===== config.mk =====
export PLATFORM = sky130hd
export DESIGN_NAME = connection_slot_table_lru_core
export DESIGN_NICKNAME = d
export VERILOG_FILES = /design/src/sv/cstl_pkg.sv /design/src/sv/cstl_slots.sv /design/src/sv/cstl_decide.sv /design/src/sv/connection_slot_table_lru_core.sv
export SDC_FILE = /design/constraint.sdc
export NUM_CORES = 1
export LEC_CHECK = 0
export ABC_AREA = 0
export BUFFER_PORTS_ARGS = -buffer_cell sky130_fd_sc_hd__buf_4
export CELL_PAD_IN_SITES_DETAIL_PLACEMENT = 1
export CELL_PAD_IN_SITES_GLOBAL_PLACEMENT = 1
export CORE_ASPECT_RATIO = 1.5
export CORE_MARGIN = 3
export CORE_UTILIZATION = 40
export DETAILED_ROUTE_END_ITERATION = 8
export PLACE_DENSITY_LB_ADDON = 0.1
export SETUP_SLACK_MARGIN = 0.1
export SYNTH_ARGS = -nofsm -noshare
export SYNTH_HDL_FRONTEND = slang
export SYNTH_SLANG_ARGS = --single-unit
export TNS_END_PERCENT = 30

===== constraint.sdc =====
create_clock -name aclk -period 12.5 [get_ports aclk]
set_clock_uncertainty 0.05 [all_clocks]
set_input_delay 0.625 -clock aclk [delete_from_list [all_inputs] [get_ports aclk]]
set_output_delay 0.625 -clock aclk [all_outputs]
set_load 0.05 [all_outputs]

===== src/sv/cstl_pkg.sv =====
`default_nettype none
// ----------------------------------------------------------------------------
// cstl_pkg: connection slot table shared definitions
// Sizes, codes and record types used across the slot table modules.
// ----------------------------------------------------------------------------
package cstl_pkg;

    localparam int SLOTS    = 4;
    localparam int BOARDS   = 8;
    localparam int CHANNELS = 8;
    localparam int SLOT_W   = (SLOTS > 1) ? $clog2(SLOTS) : 1;
    localparam int MASK_W   = 8;
    localparam int IFL_W    = 4;

    // tcp port of channel 1 is 502, so the base below channel 1 is 501
    localparam logic [8:0] PORT_BELOW_CH1 = 9'd501;

    typedef enum logic [1:0] {
        KIND_ACQUIRE  = 2'd0,
        KIND_ACTIVITY = 2'd1,
        KIND_CLOSE    = 2'd2
    } kind_t;

    typedef enum logic [2:0] {
        ST_HIT     = 3'd0,
        ST_CLAIM   = 3'd1,
        ST_EVICT   = 3'd2,
        ST_BUSY    = 3'd3,
        ST_INVALID = 3'd4,
        ST_ABSENT  = 3'd5
    } status_t;

    typedef enum logic [2:0] {
        UPD_NONE,
        UPD_TXN_BUMP,
        UPD_CLAIM,
        UPD_STAMP,
        UPD_CLEAR
    } upd_op_t;

    typedef struct packed {
        logic        valid;
        logic [3:0]  board;
        logic [3:0]  channel;
        logic [15:0] next_txn;
        logic [31:0] last_time;
    } slot_entry_t;

    typedef struct packed {
        upd_op_t           op;
        logic [SLOT_W-1:0] slot;
        logic [3:0]        board;
        logic [3:0]        channel;
        logic [15:0]       txn_next;
        logic [31:0]       stamp;
    } slot_upd_t;

    typedef struct packed {
        status_t     status;
        logic [1:0]  slot;
        logic [15:0] txn_id;
        logic [8:0]  tcp_port;
        logic [3:0]  evicted_board;
        logic [3:0]  evicted_channel;
    } result_t;

endpackage
`default_nettype wire


===== src/sv/cstl_slots.sv =====
`default_nettype none
// ----------------------------------------------------------------------------
// cstl_slots: slot record storage
// Holds one record per slot and applies the single update of each item.
// ----------------------------------------------------------------------------
module cstl_slots (
    input  wire logic                 aclk,
    input  wire logic                 aresetn,
    input  wire cstl_pkg::slot_upd_t  upd,
    output cstl_pkg::slot_entry_t     entries [cstl_pkg::SLOTS]
);

    cstl_pkg::slot_entry_t entries_reg [cstl_pkg::SLOTS];

    always_ff @(posedge aclk) begin
        if (!aresetn) begin
            for (int i = 0; i < cstl_pkg::SLOTS; i++) begin
                entries_reg[i] <= '0;
            end
        end else begin
            for (int i = 0; i < cstl_pkg::SLOTS; i++) begin
                if (upd.slot == cstl_pkg::SLOT_W'(i)) begin
                    unique case (upd.op)
                        cstl_pkg::UPD_TXN_BUMP: begin
                            entries_reg[i].next_txn <= upd.txn_next;
                        end
                        cstl_pkg::UPD_CLAIM: begin
                            // keep last_time: a claimed slot inherits its old stamp
                            entries_reg[i].valid    <= 1'b1;
                            entries_reg[i].board    <= upd.board;
                            entries_reg[i].channel  <= upd.channel;
                            entries_reg[i].next_txn <= upd.txn_next;
                        end
                        cstl_pkg::UPD_STAMP: begin
                            entries_reg[i].last_time <= upd.stamp;
                        end
                        cstl_pkg::UPD_CLEAR: begin
                            entries_reg[i] <= '0;
                        end
                        default: begin
                        end
                    endcase
                end
            end
        end
    end

    always_comb begin
        for (int i = 0; i < cstl_pkg::SLOTS; i++) begin
            entries[i] = entries_reg[i];
        end
    end

endmodule
`default_nettype wire


===== src/sv/cstl_decide.sv =====
`default_nettype none
// ----------------------------------------------------------------------------
// cstl_decide: per-item decision logic
// Match, free and least-recent searches over all slots, result and update.
// ----------------------------------------------------------------------------
module cstl_decide (
    input  wire logic [1:0]                   kind,
    input  wire logic [3:0]                   board,
    input  wire logic [3:0]                   channel,
    input  wire logic [3:0]                   inflight_mask,
    input  wire logic [31:0]                  now_ms,
    input  wire logic [cstl_pkg::MASK_W-1:0]  enabled_mask,
    input  wire cstl_pkg::slot_entry_t        entries [cstl_pkg::SLOTS],
    output cstl_pkg::result_t                 res,
    output cstl_pkg::slot_upd_t               upd
);

    logic [cstl_pkg::SLOTS+cstl_pkg::IFL_W-1:0] ifl_wide;
    logic [cstl_pkg::SLOTS-1:0]                 ifl;

    logic                        hit_found;
    logic [cstl_pkg::SLOT_W-1:0] hit_idx;
    logic [15:0]                 hit_txn;
    logic                        free_found;
    logic [cstl_pkg::SLOT_W-1:0] free_idx;
    logic                        lru_found;
    logic [cstl_pkg::SLOT_W-1:0] lru_idx;
    logic [31:0]                 lru_time;
    logic [3:0]                  lru_board;
    logic [3:0]                  lru_channel;
    logic                        addr_ok;
    logic [8:0]                  port;

    // slots beyond the in-flight mask never count as in flight
    assign ifl_wide = {{cstl_pkg::SLOTS{1'b0}}, inflight_mask};
    assign ifl      = ifl_wide[cstl_pkg::SLOTS-1:0];

    always_comb begin
        hit_found   = 1'b0;
        hit_idx     = '0;
        hit_txn     = '0;
        free_found  = 1'b0;
        free_idx    = '0;
        lru_found   = 1'b0;
        lru_idx     = '0;
        lru_time    = '0;
        lru_board   = '0;
        lru_channel = '0;
        for (int i = 0; i < cstl_pkg::SLOTS; i++) begin
            if (!hit_found && entries[i].valid && entries[i].board == board &&
                entries[i].channel == channel) begin
                hit_found = 1'b1;
                hit_idx   = cstl_pkg::SLOT_W'(i);
                hit_txn   = entries[i].next_txn;
            end
            if (!free_found && !entries[i].valid) begin
                free_found = 1'b1;
                free_idx   = cstl_pkg::SLOT_W'(i);
            end
            // strict compare: ties stay with the lower index
            if (!ifl[i] && (!lru_found || entries[i].last_time < lru_time)) begin
                lru_found   = 1'b1;
                lru_idx     = cstl_pkg::SLOT_W'(i);
                lru_time    = entries[i].last_time;
                lru_board   = entries[i].board;
                lru_channel = entries[i].channel;
            end
        end
    end

    always_comb begin
        addr_ok = (board >= 4'd1) && (board <= 4'(cstl_pkg::BOARDS)) &&
                  (board <= 4'(cstl_pkg::MASK_W)) &&
                  (channel >= 4'd1) && (channel <= 4'(cstl_pkg::CHANNELS));
        if (addr_ok) begin
            addr_ok = enabled_mask[3'(board - 4'd1)];
        end
    end

    assign port = cstl_pkg::PORT_BELOW_CH1 + 9'(channel);

    always_comb begin
        res          = '0;
        res.status   = cstl_pkg::ST_INVALID;
        upd          = '0;
        upd.op       = cstl_pkg::UPD_NONE;
        upd.board    = board;
        upd.channel  = channel;
        upd.stamp    = now_ms;
        case (kind) inside
            cstl_pkg::KIND_ACQUIRE: begin
                if (addr_ok) begin
                    if (hit_found) begin
                        res.status   = cstl_pkg::ST_HIT;
                        res.slot     = 2'(hit_idx);
                        res.txn_id   = hit_txn;
                        res.tcp_port = port;
                        upd.op       = cstl_pkg::UPD_TXN_BUMP;
                        upd.slot     = hit_idx;
                        upd.txn_next = hit_txn + 16'd1;
                    end else if (free_found) begin
                        res.status   = cstl_pkg::ST_CLAIM;
                        res.slot     = 2'(free_idx);
                        res.txn_id   = 16'd1;
                        res.tcp_port = port;
                        upd.op       = cstl_pkg::UPD_CLAIM;
                        upd.slot     = free_idx;
                        upd.txn_next = 16'd2;
                    end else if (lru_found) begin
                        res.status          = cstl_pkg::ST_EVICT;
                        res.slot            = 2'(lru_idx);
                        res.txn_id          = 16'd1;
                        res.tcp_port        = port;
                        res.evicted_board   = lru_board;
                        res.evicted_channel = lru_channel;
                        upd.op              = cstl_pkg::UPD_CLAIM;
                        upd.slot            = lru_idx;
                        upd.txn_next        = 16'd2;
                    end else begin
                        res.status = cstl_pkg::ST_BUSY;
                    end
                end
            end
            cstl_pkg::KIND_ACTIVITY, cstl_pkg::KIND_CLOSE: begin
                if (hit_found) begin
                    res.status = cstl_pkg::ST_HIT;
                    res.slot   = 2'(hit_idx);
                    upd.slot   = hit_idx;
                    upd.op     = (kind == cstl_pkg::KIND_ACTIVITY) ?
                                 cstl_pkg::UPD_STAMP : cstl_pkg::UPD_CLEAR;
                end else begin
                    res.status = cstl_pkg::ST_ABSENT;
                end
            end
            default: begin
                res.status = cstl_pkg::ST_INVALID;
            end
        endcase
    end

endmodule
`default_nettype wire


===== src/sv/connection_slot_table_lru_core.sv =====
`default_nettype none
// ----------------------------------------------------------------------------
// connection_slot_table_lru_core: connection slot table, least-recent eviction
// Path: an accepted item is held in the input register until the result
//   register is free or draining, then its result is loaded there.
// Throughput: one item per cycle while m_ready is high, set by the single
//   decision pass between the input register and the result register.
// Reset: synchronous aresetn clears all slot records, the board enable mask
//   and both valid flags; no clearing pass, items are taken straight away.
// ----------------------------------------------------------------------------
module connection_slot_table_lru_core (
    input  wire logic        aclk,
    input  wire logic        aresetn,
    // configuration: board enable mask
    input  wire logic        cfg_valid,
    output logic             cfg_ready,
    input  wire logic [7:0]  cfg_data,
    // input items
    input  wire logic        s_valid,
    output logic             s_ready,
    input  wire logic [1:0]  s_kind,
    input  wire logic [3:0]  s_board,
    input  wire logic [3:0]  s_channel,
    input  wire logic [3:0]  s_inflight_mask,
    input  wire logic [31:0] s_now_ms,
    // result items
    output logic             m_valid,
    input  wire logic        m_ready,
    output logic [2:0]       m_status,
    output logic [1:0]       m_slot,
    output logic [15:0]      m_txn_id,
    output logic [8:0]       m_tcp_port,
    output logic [3:0]       m_evicted_board,
    output logic [3:0]       m_evicted_channel
);

    logic [cstl_pkg::MASK_W-1:0] board_enabled_mask_reg;

    // input register
    logic        in_valid_reg;
    logic [1:0]  in_kind_reg;
    logic [3:0]  in_board_reg;
    logic [3:0]  in_channel_reg;
    logic [3:0]  in_inflight_reg;
    logic [31:0] in_now_reg;

    // result register
    logic              out_valid_reg;
    cstl_pkg::result_t res_reg;

    cstl_pkg::slot_entry_t entries [cstl_pkg::SLOTS];
    cstl_pkg::result_t     res;
    cstl_pkg::slot_upd_t   upd_raw;
    cstl_pkg::slot_upd_t   upd;
    logic                  advance;

    // Advance the held item when the result register is empty or being drained;
    // the slot records change on exactly that edge, so items see them in order.
    assign advance   = in_valid_reg && (!out_valid_reg || m_ready);
    assign s_ready   = !in_valid_reg || advance;
    assign cfg_ready = 1'b1;

    always_ff @(posedge aclk) begin
        if (!aresetn) begin
            board_enabled_mask_reg <= '0;
        end else if (cfg_valid) begin
            board_enabled_mask_reg <= cfg_data;
        end
    end

    // Capture a new item whenever the input register is free or emptying.
    always_ff @(posedge aclk) begin
        if (!aresetn) begin
            in_valid_reg <= 1'b0;
        end else if (s_ready) begin
            in_valid_reg <= s_valid;
        end
    end

    always_ff @(posedge aclk) begin
        if (s_valid && s_ready) begin
            in_kind_reg     <= s_kind;
            in_board_reg    <= s_board;
            in_channel_reg  <= s_channel;
            in_inflight_reg <= s_inflight_mask;
            in_now_reg      <= s_now_ms;
        end
    end

    cstl_decide u_decide (
        .kind          (in_kind_reg),
        .board         (in_board_reg),
        .channel       (in_channel_reg),
        .inflight_mask (in_inflight_reg),
        .now_ms        (in_now_reg),
        .enabled_mask  (board_enabled_mask_reg),
        .entries       (entries),
        .res           (res),
        .upd           (upd_raw)
    );

    // Drop the update unless the item really moves on this edge.
    always_comb begin
        upd = upd_raw;
        if (!advance) begin
            upd.op = cstl_pkg::UPD_NONE;
        end
    end

    cstl_slots u_slots (
        .aclk    (aclk),
        .aresetn (aresetn),
        .upd     (upd),
        .entries (entries)
    );

    // Hold the result until taken; load a new one on every advance.
    always_ff @(posedge aclk) begin
        if (!aresetn) begin
            out_valid_reg <= 1'b0;
        end else if (advance) begin
            out_valid_reg <= 1'b1;
        end else if (m_ready) begin
            out_valid_reg <= 1'b0;
        end
    end

    always_ff @(posedge aclk) begin
        if (advance) begin
            res_reg <= res;
        end
    end

    assign m_valid           = out_valid_reg;
    assign m_status          = res_reg.status;
    assign m_slot            = res_reg.slot;
    assign m_txn_id          = res_reg.txn_id;
    assign m_tcp_port        = res_reg.tcp_port;
    assign m_evicted_board   = res_reg.evicted_board;
    assign m_evicted_channel = res_reg.evicted_channel;

endmodule
`default_nettype wire


; ---- Yosys cells after proc, flatten, opt, wreduce, memory -nomap -nowiden
; Memories as Yosys holds them, arrays and structs flattened.
; Index checks and enable logic that the tools add are counted.
[totals]
ff_bits = 94
ram_bits = 228
inputBits = 59
wordCells = 304
mem_count = 1
[classes]
add_sub_neg = 3
magnitude_cmp = 8
n_eq_ne = 17
n_mux = 165
bitwise = 47
n_reduce_logical = 49
[mem_list]
columns = name, words, width, rd, rd_ports_with_merged_regs, write_ports, line_no
row1 = u_slots.entries_reg, 4, 57, 4, 0, 4, cstl_slots.sv:13  ; cstl_pkg::slot_entry_t entries_reg [cstl_pkg::SLOTS];
[ops]
columns = cell, count
row1 = two-way mux 32 bit, 11
row2 = two-way mux 16 bit, 20
row3 = two-way mux 4 bit, 25
row4 = less-than comparator 32 bit, 3
row5 = two-way mux 1 bit, 81
row6 = two-way mux 30 bit, 2
row7 = OR 1 bit, 44
row8 = two-way mux 38 bit, 1
row9 = two-way mux 35 bit, 1
row10 = equality test 4 bit, 8
row11 = two-way mux 5 bit, 6
row12 = logical AND 1 bit, 23
row13 = two-way mux 2 bit, 10
row14 = "adder 16 x 1 -> 16 bit, second input constant", 1
row15 = two-way mux 8 bit, 2
row16 = logical NOT 1 bit, 15
row17 = two-way mux 3 bit, 5
row18 = ">= comparator 4 x 1 -> 1 bit, second input constant", 2
row19 = "<= comparator 4 bit, second input constant", 2
row20 = "adder 5 x 5 -> 6 bit, first input constant", 1
row21 = "equality test 2 bit, second input constant", 3
row22 = "equality test 3 x 2 -> 1 bit, second input constant", 2
row23 = logical OR 1 bit, 5
row24 = OR reduction 5 bit, 1
row25 = 11 further kinds, 15

; ---- Longest topological paths before layout
; Gate-level depths: netlist of the first run.
; An unclocked memory read counts as a cell.
[depth]
depth_word = 32
depth_mapped = 40

; ---- Modules after synthesis
; From an unflattened synthesis of the first run, not the netlist that was laid out.
[unflattened]
cells_unflattened = 1501
area_unflattened_um2 = 17160.2
[by_module_without_submodules]
columns = module, n_inst, cells_per_inst, area_each_um2, seq_area_each_um2
row1 = cstl_slots, 1, 529, 8508.2, 6846.6
row2 = cstl_decide, 1, 848, 5709.2, 0.0
row3 = connection_slot_table_lru_core, 1, 124, 2942.8, 2722.6

; ---- Least setup slack after synthesis of the first run
; OpenSTA, ideal clock, no wires.
[synth_path]
kind = register to register
start = reg in_inflight_reg[0]
end = mem u_slots.entries_reg[0][0] (netlist name) (enable)
setup_ns = 0.470
t_arrival_ns = 9.896
t_required_ns = 11.980
path_slack_ns = 2.085
stages_incl_launch_ff = 40
n_path_buf = 9
synth_period_minus_slack_ns = 10.415
path_cell_list = edfxtp_1 > clkbuf_1 > clkbuf_1 > clkbuf_1 > nand2b_1 > ha_1 > nand4_1 > nor4_1 > a22oi_1 > o211ai_1 > o21ai_1 > clkbuf_1 > buf_1 > nor2_1 > a21oi_1 > ha_1 > a21o_1 > a211o_1 > (+4 left out) > clkbuf_1 > clkbuf_1 > clkbuf_1 > nand2_1 > o21ai_0 > ha_1 > o21ai_0 > o21a_1 > nor3b_1 > nor3_1 > a2111oi_0 > o41ai_1 > nor2_1 > nor3_1 > a21oi_2 > inv_2 > clkbuf_1 > o31ai_1
[synth_lines]
columns = item, line_no
row1 = from (decl), connection_slot_table_lru_core.sv:44  ; logic [3:0] in_inflight_reg;
row2 = from (signal assigned), connection_slot_table_lru_core.sv:85  ; in_inflight_reg <= s_inflight_mask;
row3 = to (decl), cstl_slots.sv:13

==> results of run 1 <==
==> routing by layer <==
layer | vias to the layer above | track usage
met5 | - | 0
met1 | 6305 | 0.2554
met2 | 232 | 0.4354
li1 | 5886 | -
met3 | 84 | 0.02533
met4 | 0 | 0.07281
==> power by group <==
group | switching, W | internal (W) | total [W]
combinational | 0.000178 | 0.000103 | 0.000280
clock | 0.000459 | 0.000612 | 0.00107
sequential | 0.0000283 | 0.00121 | 0.00124
total | 0.000665 | 0.00193 | 0.00259
==> cell families (layout without fill, tap and decap cells) <==
logic type | count (synthesis) | in the layout | share of synthesized area
AOI/OAI and AO/OA | 269 | 269 | 0.1011
and+or+nand+nor | 654 | 654 | 0.1925
muxes | 13 | 13 | 0.009350
buffers and inverters | 140 | 229 | 0.03396
other | 1 | 1 | 0.0002242
xor gates and xnor gates | 38 | 38 | 0.01990
adders and majority gates | 102 | 102 | 0.07630
DFF | 319 | 319 | 0.5667
==> layout make-up <==
type | count | area (µm²)
fillers | 4471 | 21950
flip-flops and latches | 319 | 9479
multi-input cells | 1077 | 6805
repair buffers | 131 | 983.4
clock buffers | 41 | 940.9
well taps | 558 | 698.2
clock inverters | 25 | 237.7
inverters | 32 | 125.1
==> cell usage in the layout (no fill, tap or decap), types with 5 or more instances in the layout <==
cell	Yosys	layout
a211oi_1	6	6
a21o_1	20	20
a21oi_1	98	98
a221oi_1	5	5
a31oi_1	10	10
and2_1	6	5
and3_1	16	16
buf_4	6	131
clkbuf_16	0	37
clkinv_1	0	10
dfxtp_1	10	10
edfxtp_1	309	309
ha_1	102	102
inv_1	30	30
mux2i_1	10	10
nand2_1	150	150
nand2b_1	36	36
nand3_1	28	28
nand4_1	22	22
nor2_1	96	95
nor2b_1	8	7
nor3_1	237	235
nor4_1	17	17
o211ai_1	6	6
o21a_1	5	5
o21ai_0	48	48
o21ai_1	10	9
o221ai_1	5	5
o311a_1	8	8
o31ai_2	0	5
or3_1	15	15
xnor2_1	35	35
==> stage by stage <==
stage	instances	utilization	hold slack, ns	setup WS (ns)
floorplan	1536	-	0.4046	2.085
global route	2183	0.4675	0.1832	0.4971
finish	2183	0.4675	0.2025	1.595
detailed placement	2117	0.4388	0.4343	1.630
global placement	2117	0.4388	0.4178	1.764
CTS	2183	0.4674	0.1762	1.557
==> final timing paths <==
path,slack [ns],start,cells after the start,to
hold / removal,0.20,s_now_ms[0],1,in_now_reg[0]
hold reg to reg,0.45,board_enabled_mask_reg[5],2,board_enabled_mask_reg[5]
setup / recovery,1.59,in_inflight_reg[0],34,u_slots.entries_reg[2][44]
setup reg to reg,1.59,in_inflight_reg[0],34,u_slots.entries_reg[2][44]
==> flow_summary.ini, run 1 <==
[status]
outcome = completed

[floorplanning]
die_width_um = 173.0
start_util = 0.4058
coreArea_um2 = 41220
die_h_um = 256.5
num_rows = 91
die_area_um2 = 44360
ioPinCount = 100

[cells_and_area]
stdcell_area_um2 = 19270
largest_register_ffs = 228
syn2layout_area_growth_pct = 15.20
antenna-diode-count = 0
drive_gt1_frac = 0.1335
fin_nets = 1759

[critical_path]
crit_fanout = 65
criticalPathCategory = flip-flop to flip-flop
start_kind = flip-flop
cpPeakStageDelay_ns = 0.99
required_ns = 12.74
cp_common_cell = buf_4
critPathTopFamily = compound AO/OA/AOI/OAI gates
cp_data_arrival_time_ns = 11.14
end_kind = flip-flop
cp_slowest_cell = edfxtp_1
path_buf_inv = 6

[clock_tree]
path_clk_slew_ns = 0.06
cts_resized = 0
cts_tree = built
cts_hold_buf = 0
post-cts-setup-buffers = 0
clock_sinks = 319
cts_buffer_depth = 3
cts_max_level = 2
clk_latency_ns = 0.55
root_buffer = clkbuf_16
numCtsBuffers = 37

[timing]
fin_crit_sh = 0.8724
period_needed_ns = 10.91
slew_headroom = 0.07883
rsz0062_at_grt = false
finalMaxSlewViolations = 0
hold_violations = 0
finalSetupViolCount = 0
worst_pin_slew_ns = 1.370
fmax_mhz = 91.70
tns_ns = 0

[power]
p_total_w = 0.002592
max-vdd-ir-drop_v = 0.0001025
powerDensity_nw_per_um2 = 134.5
p_leak_nw = 6.961

[grt]
grt_pass1_vias = 13595
grt_pass1_wl_um = 78420
grt_max_degree = 80
grt_overflow = 0
antenna_found_initial = 0
grt_use_total = 0.2251

[route]
wl_met2_um = 27740
wl_met3_um = 1429
antenna_left = 0
drt_iter0_drc = 695
m1WireLength_um = 19510
vias = 12507
via_per_inst = 5.729
drt-total-wl_um = 50160
first_pass_iters = 5
drcViolationCount = 0
routedWlPerCell_um = 22.98
dr.max_layer_used = met4

[synth]
postSynthAreaPerCell_um2 = 10.89
synth-seq-cells = 319
ys_types = 72
syn_nets = 1697
yosys_warnings = 0
yosys-top-cells-area = edfxtp_1 (55%), ha_1 (7.6%), nor3_1 (7.1%)
synthCells = 1536
synth.most_common_cell = edfxtp_1
ys_seq_area_frac = 0.5667
yosys-top-cells-count = edfxtp_1 (309), nor3_1 (237), nand2_1 (150)
synth_largest_area_cell = edfxtp_1
synth_edf_count = 309
async_flop_share = 0
yosys_most_used_dff = edfxtp_1
synth_area_um2 = 16730
netlist.area_leader.share = 0.5547

[placement]
dpl.hpwl_um = 34370
place_congestion = 0.8961
placed_area_um2 = 18090
port_buffers = 98

[hold_path]
hold_path.class = primary input to flip-flop

[flow_run]
maxCapViolations = 0
Power figures use the tool's default switching activity.
==> run 2, diff against run 1 <==
--- a/config.mk
+++ b/config.mk
@@ -7,6 +7,7 @@
 export LEC_CHECK = 0
 export ABC_AREA = 0
 export BUFFER_PORTS_ARGS = -buffer_cell sky130_fd_sc_hd__buf_4
+export CAP_MARGIN = 20
 export CELL_PAD_IN_SITES_DETAIL_PLACEMENT = 1
 export CELL_PAD_IN_SITES_GLOBAL_PLACEMENT = 1
 export CORE_ASPECT_RATIO = 1.5
==> constraint.sdc (replaced) <==
create_clock -name aclk -period 13.05 [get_ports aclk]
set_clock_uncertainty 0.05 [all_clocks]
set_input_delay 0.6525 -clock aclk [delete_from_list [all_inputs] [get_ports aclk]]
set_output_delay 0.6525 -clock aclk [all_outputs]
set_load 0.05 [all_outputs]
==> run 2 against run 1 <==
Critical path depth stayed put. Clock-buffer cell count is 3 lower. Maximum frequency is 1.2% lower. Hold slack better by 0.034 ns. First-iteration DRC count is 9.4% higher. Clock power hardly changed. Die area stayed put. Critical endpoint is now u_slots.entries_reg[0][12]. Setup slack better by 0.42 ns. Register-to-register slack better by 0.42 ns. Final area is 0.38% higher.
==> flow_summary.ini, run 2 (same netlist as run 1, synthesis figures left out) <==
[critical_path]
required_ns = 13.17
end_kind = flip-flop
r2r_slack_ns = 2.02
r2r_start = in_inflight_reg[0]
reg2reg_to = u_slots.entries_reg[0][12]
cpPeakStageDelay_ns = 0.85
cp_common_cell = buf_4
crit_fanout = 85
r2r_cells = 34
start_kind = flip-flop
cp_data_arrival_time_ns = 11.15
cp_slowest_cell = nor2_4
criticalPathCategory = flip-flop to flip-flop

[clock_tree]
path_clk_slew_ns = 0.07
clock_sinks = 319
cts_hold_buf = 0
cts_resized = 0
numCtsBuffers = 35
cts_buffer_depth = 3
clk_latency_ns = 0.54
root_buffer = clkbuf_16
cts_max_level = 2
cts_tree = built
post-cts-setup-buffers = 0

[route]
routedWlPerCell_um = 22.82
vias = 12398
antenna_left = 0
drt-total-wl_um = 49790
drt_iter0_drc = 760
drcViolationCount = 0
via_per_inst = 5.682
first_pass_iters = 5

[timing]
period_needed_ns = 11.03
finalMaxSlewViolations = 0
rsz0062_at_grt = false
fmax_mhz = 90.64
tns_ns = 0
worst_pin_slew_ns = 1.076
hold_violations = 0
finalSetupViolCount = 0
fin_crit_sh = 0.8454
slew_headroom = 0.2810

[floorplanning]
start_util = 0.4058
die_h_um = 256.5
coreArea_um2 = 41220
die_area_um2 = 44360
die_width_um = 173.0
num_rows = 91
ioPinCount = 100

[placement]
port_buffers = 98
place_congestion = 0.8736
dpl.hpwl_um = 34020

[power]
p_leak_nw = 6.994
power.share.clock = 0.421
p_int_w = 0.001875
swShare = 0.2551
comb_power_share = 0.107
seqPwrFrac = 0.472
powerDensity_nw_per_um2 = 130.1
power_switching_w = 0.0006423
p_total_w = 0.002517
max-vdd-ir-drop_v = 0.00008240

[grt]
grt_pass1_vias = 13212
grt_use_total = 0.2226
grt_pass1_wl_um = 77390
antenna_found_initial = 0
grt_max_degree = 99
grt_overflow = 0

[cells_and_area]
nFillCells = 4454
multiInputGateArea_um2 = 6807
fin_nets = 1758
drive_gt1_frac = 0.1385
largest_register_ffs = 228
regArea_um2 = 9479
antenna-diode-count = 0
syn2layout_area_growth_pct = 15.63
final_cell_mix = edfxtp_1 (309), nor3_1 (235), nand2_1 (150)
layout_commonest_cell = edfxtp_1

[hold_path]
holdPathEnd = in_board_reg[0]
min_path_cells = 1
hold_path_startpoint = s_board[0]
hold_path.class = primary input to flip-flop

[flow_run]
maxCapViolations = 0

[status]
outcome = completed
run 2: per-layer routing:
| layer | global-route usage | up-vias | routed length (µm) |
|---|---|---|---|
| met5 | 0 | - | 0 |
| met4 | 0.07417 | 0 | 1682 |
| met3 | 0.02385 | 95 | 1347 |
| met2 | 0.4310 | 208 | 27490 |
| met1 | 0.2522 | 6215 | 19260 |
| li1 | - | 5880 | - |
run 2: worst max path at each step:
stage / cells after the start / slack [ns] / start / to
finish: 34 / 2.02 / in_inflight_reg[0] / u_slots.entries_reg[0][12]
floorplan: 39 / 2.63 / in_inflight_reg[0] / u_slots.entries_reg[0][0]
CTS: 29 / 0.80 / in_inflight_reg[0] / u_slots.entries_reg[1][53]
global placement: 29 / 1.24 / in_inflight_reg[0] / u_slots.entries_reg[1][52]
global route: 34 / 0.93 / in_inflight_reg[0] / u_slots.entries_reg[0][2]
detailed placement: 29 / 0.86 / in_inflight_reg[0] / u_slots.entries_reg[1][52]
run 2: power groups by stage:
stage	Combinational [W]	Sequential, W	Clock, W
2_1_floorplan	0.000167	0.00121	0
3_3_place_gp	0.000260	0.00121	0
3_5_place_dp	0.000267	0.00121	0
4_1_cts	0.000268	0.00119	0.00108
5_1_grt	0.000301	0.00119	0.00112
6_report	0.000269	0.00119	0.00106
run 2: area by class of cell:
cell class / count / share of cell area
tap: 558 / 0.03610
inverter: 32 / 0.006469
clock inverter: 26 / 0.01598
sequential: 319 / 0.4901
clock buffer: 38 / 0.04696
multi-input combinational: 1077 / 0.3519
timing repair buffer: 132 / 0.05253
run 2: critical path, delay by kind of cell, from the launching register on:
kind	cells	cell delay [ns]
AOI/OAI and AO/OA	14	3.69
adders and majority gates	3	0.84
buffers and inverters	6	2.41
DFF	1	0.64
and+or+nand+nor	11	2.96
run 2: per-stage QoR:
step                utilization  hold slack [ns]  std cells  instance area [µm²]  setup WS [ns]
finish                   0.4693           0.2362       2182                19340          2.018
global route             0.4693           0.2181       2182                19340         0.9287
CTS                      0.4680           0.2177       2177                19290         0.8031
detailed placement       0.4385           0.4311       2113                18070         0.8577
global placement         0.4383           0.4223       2112                18070          1.243
floorplan                     -           0.4046       1536                16730          2.635
